<file path="src/hdl/mrpq_pkg.sv">
// ----------------------------------------------------------------------------
// mrpq_pkg
// Types, constants and helpers shared by the radix priority queue modules.
// ----------------------------------------------------------------------------
package mrpq_pkg;

    localparam int KEY_BITS   = 32;
    localparam int VALUE_BITS = 16;
    localparam int CAPACITY   = 1024;
    localparam int NB         = KEY_BITS + 1;
    localparam int BW         = $clog2(NB);
    localparam int AW         = $clog2(CAPACITY);
    localparam int CW         = $clog2(CAPACITY + 1);

    localparam logic REQ_POP = 1'b1;

    typedef enum logic [2:0] {
        ST_PUSHED = 3'd0,
        ST_POPPED = 3'd1,
        ST_EMPTY  = 3'd2,
        ST_BELOW  = 3'd3,
        ST_FULL   = 3'd4
    } t_status;

    typedef struct packed {
        logic                  req_type;
        logic [KEY_BITS-1:0]   push_key;
        logic [VALUE_BITS-1:0] push_value;
    } t_req;

    typedef struct packed {
        logic [KEY_BITS-1:0]   popped_key;
        logic [VALUE_BITS-1:0] popped_value;
        logic [2:0]            status;
        logic [CW-1:0]         entry_count;
    } t_result;

    typedef enum logic [3:0] {
        OP_NONE,
        OP_LOAD,
        OP_PUSH_CHK,
        OP_PUSH_APP,
        OP_POP_CHK,
        OP_POP_SLOT,
        OP_POP_FIN,
        OP_RF_START,
        OP_RF_MIN,
        OP_RF_SET,
        OP_RF_DIST,
        OP_RF_APP
    } t_op;

    typedef struct packed {
        t_op     op;
        logic    emit;
        t_status code;
    } t_cmd;

    typedef struct packed {
        logic below;
        logic full;
        logic empty;
        logic nz0;
        logic at_stop;
    } t_stat;

    // one plus the index of the highest set bit, zero when no bit is set
    function automatic logic [BW-1:0] bucket_of(input logic [KEY_BITS-1:0] d);
        logic [BW-1:0] b;
        b = '0;
        for (int i = 0; i < KEY_BITS; i++) begin
            if (d[i]) begin
                b = BW'(i + 1);
            end
        end
        return b;
    endfunction

endpackage

</file>
<file path="src/hdl/mrpq_ctrl.sv">
// ----------------------------------------------------------------------------
// mrpq_ctrl
// Sequencer for push, pop and bucket refill.
// ----------------------------------------------------------------------------
module mrpq_ctrl (
    input  logic           i_clk,
    input  logic           i_rst_n,
    input  logic           i_start,
    input  logic           i_pop,
    input  mrpq_pkg::t_stat i_stat,
    output mrpq_pkg::t_cmd  o_cmd,
    output logic           o_busy
);
    import mrpq_pkg::*;

    typedef enum logic [10:0] {
        S_IDLE     = 11'b000_0000_0001,
        S_PUSH_CHK = 11'b000_0000_0010,
        S_PUSH_APP = 11'b000_0000_0100,
        S_POP_CHK  = 11'b000_0000_1000,
        S_POP_SLOT = 11'b000_0001_0000,
        S_POP_FIN  = 11'b000_0010_0000,
        S_RF_START = 11'b000_0100_0000,
        S_RF_MIN   = 11'b000_1000_0000,
        S_RF_SET   = 11'b001_0000_0000,
        S_RF_DIST  = 11'b010_0000_0000,
        S_RF_APP   = 11'b100_0000_0000
    } t_state;

    t_state r_state, n_state;

    always_comb begin
        n_state     = r_state;
        o_cmd.op    = OP_NONE;
        o_cmd.emit  = 1'b0;
        o_cmd.code  = ST_PUSHED;
        unique case (r_state)
            S_IDLE: begin
                if (i_start) begin
                    o_cmd.op = OP_LOAD;
                    n_state  = i_pop ? S_POP_CHK : S_PUSH_CHK;
                end
            end
            S_PUSH_CHK: begin
                o_cmd.op = OP_PUSH_CHK;
                priority if (i_stat.below) begin
                    o_cmd.emit = 1'b1;
                    o_cmd.code = ST_BELOW;
                    n_state    = S_IDLE;
                end else if (i_stat.full) begin
                    o_cmd.emit = 1'b1;
                    o_cmd.code = ST_FULL;
                    n_state    = S_IDLE;
                end else begin
                    n_state = S_PUSH_APP;
                end
            end
            S_PUSH_APP: begin
                o_cmd.op   = OP_PUSH_APP;
                o_cmd.emit = 1'b1;
                o_cmd.code = ST_PUSHED;
                n_state    = S_IDLE;
            end
            S_POP_CHK: begin
                o_cmd.op = OP_POP_CHK;
                priority if (i_stat.empty) begin
                    o_cmd.emit = 1'b1;
                    o_cmd.code = ST_EMPTY;
                    n_state    = S_IDLE;
                end else if (i_stat.nz0) begin
                    n_state = S_POP_SLOT;
                end else begin
                    n_state = S_RF_START;
                end
            end
            S_POP_SLOT: begin
                o_cmd.op = OP_POP_SLOT;
                n_state  = S_POP_FIN;
            end
            S_POP_FIN: begin
                o_cmd.op   = OP_POP_FIN;
                o_cmd.emit = 1'b1;
                o_cmd.code = ST_POPPED;
                n_state    = S_IDLE;
            end
            S_RF_START: begin
                o_cmd.op = OP_RF_START;
                n_state  = S_RF_MIN;
            end
            S_RF_MIN: begin
                o_cmd.op = OP_RF_MIN;
                if (i_stat.at_stop) begin
                    n_state = S_RF_SET;
                end
            end
            S_RF_SET: begin
                o_cmd.op = OP_RF_SET;
                n_state  = S_RF_DIST;
            end
            S_RF_DIST: begin
                o_cmd.op = OP_RF_DIST;
                n_state  = S_RF_APP;
            end
            S_RF_APP: begin
                o_cmd.op = OP_RF_APP;
                // bucket 0 now holds the minimum, so the pop starts over
                n_state  = i_stat.at_stop ? S_POP_CHK : S_RF_DIST;
            end
            default: begin
                n_state = S_IDLE;
            end
        endcase
    end

    always_ff @(posedge i_clk) begin
        if (!i_rst_n) begin
            r_state <= S_IDLE;
        end else begin
            r_state <= n_state;
        end
    end

    assign o_busy = r_state != S_IDLE;

endmodule

</file>
<file path="config.mk">
export PLATFORM = sky130hd
export DESIGN_NAME = mrpq_ctrl
export DESIGN_NICKNAME = d
export VERILOG_FILES = /design/src/hdl/mrpq_pkg.sv /design/src/hdl/mrpq_ctrl.sv
export SDC_FILE = /design/constraint.sdc
export NUM_CORES = 1
export LEC_CHECK = 0
export ABC_AREA = 1
export BUFFER_PORTS_ARGS = -buffer_cell sky130_fd_sc_hd__buf_2
export CAP_MARGIN = 20
export CELL_PAD_IN_SITES_DETAIL_PLACEMENT = 1
export CELL_PAD_IN_SITES_GLOBAL_PLACEMENT = 2
export CORE_ASPECT_RATIO = 0.9
export CORE_MARGIN = 5
export CORE_UTILIZATION = 31
export DETAILED_ROUTE_END_ITERATION = 12
export GPL_ROUTABILITY_DRIVEN = 0
export PLACE_DENSITY_LB_ADDON = 0.25
export SYNTH_ARGS = -nofsm -noshare
export SYNTH_HDL_FRONTEND = slang
export SYNTH_SLANG_ARGS = --single-unit
</file>
<file path="constraint.sdc">
create_clock -name i_clk -period 1.86 [get_ports i_clk]
set_input_delay 0.279 -clock i_clk [delete_from_list [all_inputs] [get_ports i_clk]]
set_output_delay 0.279 -clock i_clk [all_outputs]
set_load 0.01 [all_outputs]
</file>
==> results.py <==
metrics = {
    "floorplanning": {
        "start_util_pct": 32.8,
        "dieWidth_um": 63.8,
        "die_y_um": 58.4,
        "core_um2": 2470,
        "die_area_um2": 3730,
        "rows": 17,
        "ios": 18,
    },
    "cells_and_area": {
        "layout.nets": 153,
        "largestRegisters": "r_state x11",
        "syn_to_final_growth_pct": 33.3,
        "largest_reg_flops": 11,
        "seq_area_um2": 228,
        "largest_register": "r_state",
        "mostFrequentLayoutCell": "nand2_1",
        "final_cell_mix": "nand2_1 (19), inv_1 (18), buf_2 (17)",
        "multi_input_area_um2": 523,
        "diodes": 0,
        "num-fill-cells": 314,
        "drive_gt1_share_pct": 46.2,
    },
    "logic_synthesis": {
        "synthAdderAreaFrac_pct": 0,
        "synth-seq-cells": 11,
        "yosysSeqAreaShare_pct": 27.2,
        "synth_simple_gate_area_share_pct": 54.2,
        "syn_area_um2": 808,
        "synthXorXnorAreaFrac_pct": 0,
        "netlist.top_cell.by_area": "dfxtp_1",
        "synth-main-ff-cell": "dfxtp_1",
        "synth_top_area_share_pct": 27.2,
        "synth.area.mux_share_pct": 0,
        "syn-num-nets": 119,
        "synth_top_cells_by_area": "dfxtp_1 (27%), nand2_1 (9.8%), inv_1 (8.8%)",
        "synth_top_family_by_area": "simple AND/OR/NAND/NOR gates",
        "synth-edff-count": 0,
        "synth.distinct_cells": 26,
        "avgSynthCellArea_um2": 7.35,
        "synth_warnings": 0,
        "synth-compound-area-share_pct": 7.43,
        "synthArstFlopShare_pct": 0,
        "synthCells": 110,
    },
    "critical_path": {
        "critical_path_class": "reg2out",
        "r2r_start": "r_state[7]$_SDFFE_PN0P_",
        "slowest_stage": "dfxtp_4",
        "reg2reg_depth": 7,
        "critPathRequiredTime_ps": 1580,
        "cp_max_fo": 7,
        "cp.arrival_ps": 1530,
        "r2r_slack_ps": 440,
        "slowest_delay_ps": 360,
        "crit_path_start_kind": "flop",
        "end_kind": "output port",
        "cp_cell_sequence": "nor2_4 -> nand2_4 -> nor2_8 -> buf_4 -> nand3_1 -> nand4_1 -> buf_2",
        "reg2reg_to": "r_state[4]$_SDFFE_PN0P_",
    },
    "route": {
        "drc": 0,
        "wirelength_mm": 2.24,
        "detail_route.iter0.violations": 8,
        "via_per_inst": 4.84,
        "antenna_left": 0,
        "first_pass_iters": 2,
        "num_vias": 828,
        "routedWlPerCell_um": 13.1,
    },
    "worst_hold_path": {
        "min_to": "r_state[6]$_SDFFE_PN0P_",
        "worst_hold_startpoint": "i_stat[1]",
        "min_path_type": "in2reg",
        "min_delay_path_depth": 2,
    },
    "pwr": {
        "powerDensity_nw_per_um2": 742,
        "cellInternalPower_w": 0.000484,
        "p_clk_share_pct": 21.0,
        "p_total_w": 0.000800,
        "seqPwrFrac_pct": 33.7,
        "switching_share_pct": 39.5,
        "p_comb_share_pct": 45.3,
        "p_switching_w": 0.000316,
        "leakage_nw": 0.578,
        "ir_drop_uv": 406,
    },
    "timing": {
        "clock.fmax_mhz": 554,
        "relSlewSlack_pct": 79.6,
        "hold_viol_final": 0,
        "finalSetupTns_ps": 0,
        "setup_viol": 0,
        "worstMarginPinSlew_ps": 306,
        "fin_crit_ps": 1800,
        "skew_ps": 4.79,
        "maxSlewViolCount": 0,
        "period_share_pct": 97.0,
        "rsz0062_at_grt": "true",
    },
    "clocking": {
        "clk_latency_ps": 270,
        "cts_hold_buffers": 0,
        "clk_pin_slew_worst_paths_ps": 70,
        "cts_root_buffer": "clkbuf_4",
        "clock-sinks": 11,
        "clockBufferDepth": 2,
        "cts_tree": "built",
        "cts_buffers": 3,
        "htreeDepth": 1,
    },
    "global_routing": {
        "grt_max_degree": 8,
        "globalRoute.totalOverflow": 0,
        "grt_pass1_wl_mm": 3.77,
        "grt_usage_pct": 12.6,
        "first_global_vias": 843,
        "grt_antenna_before_repair": 0,
    },
    "run_status": {
        "status": "complete, no violations",
    },
    "place": {
        "dp_hpwl_mm": 1.79,
        "port_buffers": 17,
    },
    "flow_run": {
        "max_cap_violations": 0,
    },
}
## what timing repair did
| item | 4_1_cts | 5_1_grt |
|---|---|---|
| pin swaps | 3 | 6 |
| endpoints found under the setup margin | 4 | 8 |
| setup buffers | 5 | 7 |
| resized for setup | 1 | 12 |
## logic make-up (layout without fill, tap and decap cells)
logic type,count (synthesis),in the layout
buffers and inverters,24,57
AND/OR/NAND/NOR,67,67
AO/OA/AOI/OAI,8,8
flip-flops,11,11
## cell usage after synthesis (2+ instances only)
library cell  number
o211ai_1           2
nor2_1             7
nor2_4             3
nor3_1             6
nor4_1             2
nand2_1           21
nand3_2            2
o21ai_1            2
o21ai_0            2
nand4_1            5
dfxtp_1           11
nor2_2             3
nand3_4            2
nand3_1            6
inv_2              5
nand2_4            3
inv_1             19
## worst max-delay path: cells and delay by family (launching register included)
kind | cells | cell delay [ps]
flops | 1 | 360
buf+inv | 2 | 290
simple gates | 5 | 600
## cell type report
cell class,instances,share of cell area (%)
Clock buffer,4,2.44
Multi-Input combinational cell,75,48.5
Sequential cell,11,21.1
Tap cell,28,3.25
Inverter,24,8.36
Timing Repair Buffer,29,16.3
## power groups by stage
| stage | combinational, W | sequential (W) | clock [W] |
|---|---|---|---|
| 2_1_floorplan | 0.000235 | 0.000271 | 0 |
| 3_3_place_gp | 0.000307 | 0.000273 | 0 |
| 3_5_place_dp | 0.000310 | 0.000274 | 0 |
| 4_1_cts | 0.000333 | 0.000269 | 0.000173 |
| 5_1_grt | 0.000397 | 0.000272 | 0.000182 |
| 6_report | 0.000362 | 0.000270 | 0.000168 |
## metrics by stage
step | instance area, um2 | utilization, % | cells | setup WS [ps] | hold slack [ps]
6_report | 1080 | 43.7 | 171 | 55.4 | 174
5_1_grt | 1080 | 43.7 | 171 | -48.9 | 178
4_1_cts | 995 | 40.3 | 164 | 9.69 | 179
3_5_place_dp | 928 | 37.6 | 155 | 254 | 469
3_3_place_gp | 928 | 37.6 | 155 | 219 | 464
2_1_floorplan | 808 | - | 110 | 444 | 350
## layer usage
layer,up-vias,routed length (um),track usage [%]
met5,-,0,0
met4,0,11,1.78
met3,2,95,3.82
met2,11,1110,20.4
met1,388,1030,16.9
li1,427,-,-
## worst max path at each step
stage	from	to	slack, ps
final	r_state[7]$_SDFFE_PN0P_	o_cmd[4]	60
after CTS	r_state[4]$_SDFFE_PN0P_	o_cmd[4]	10
after detailed placement	r_state[0]$_SDFFE_PN1P_	o_cmd[5]	250
after floorplan	r_state[4]$_SDFFE_PN0P_	o_cmd[2]	440
after global routing	r_state[7]$_SDFFE_PN0P_	o_cmd[3]	-50
after global placement	r_state[0]$_SDFFE_PN1P_	o_cmd[5]	220
Power figures use the tool's default switching activity.
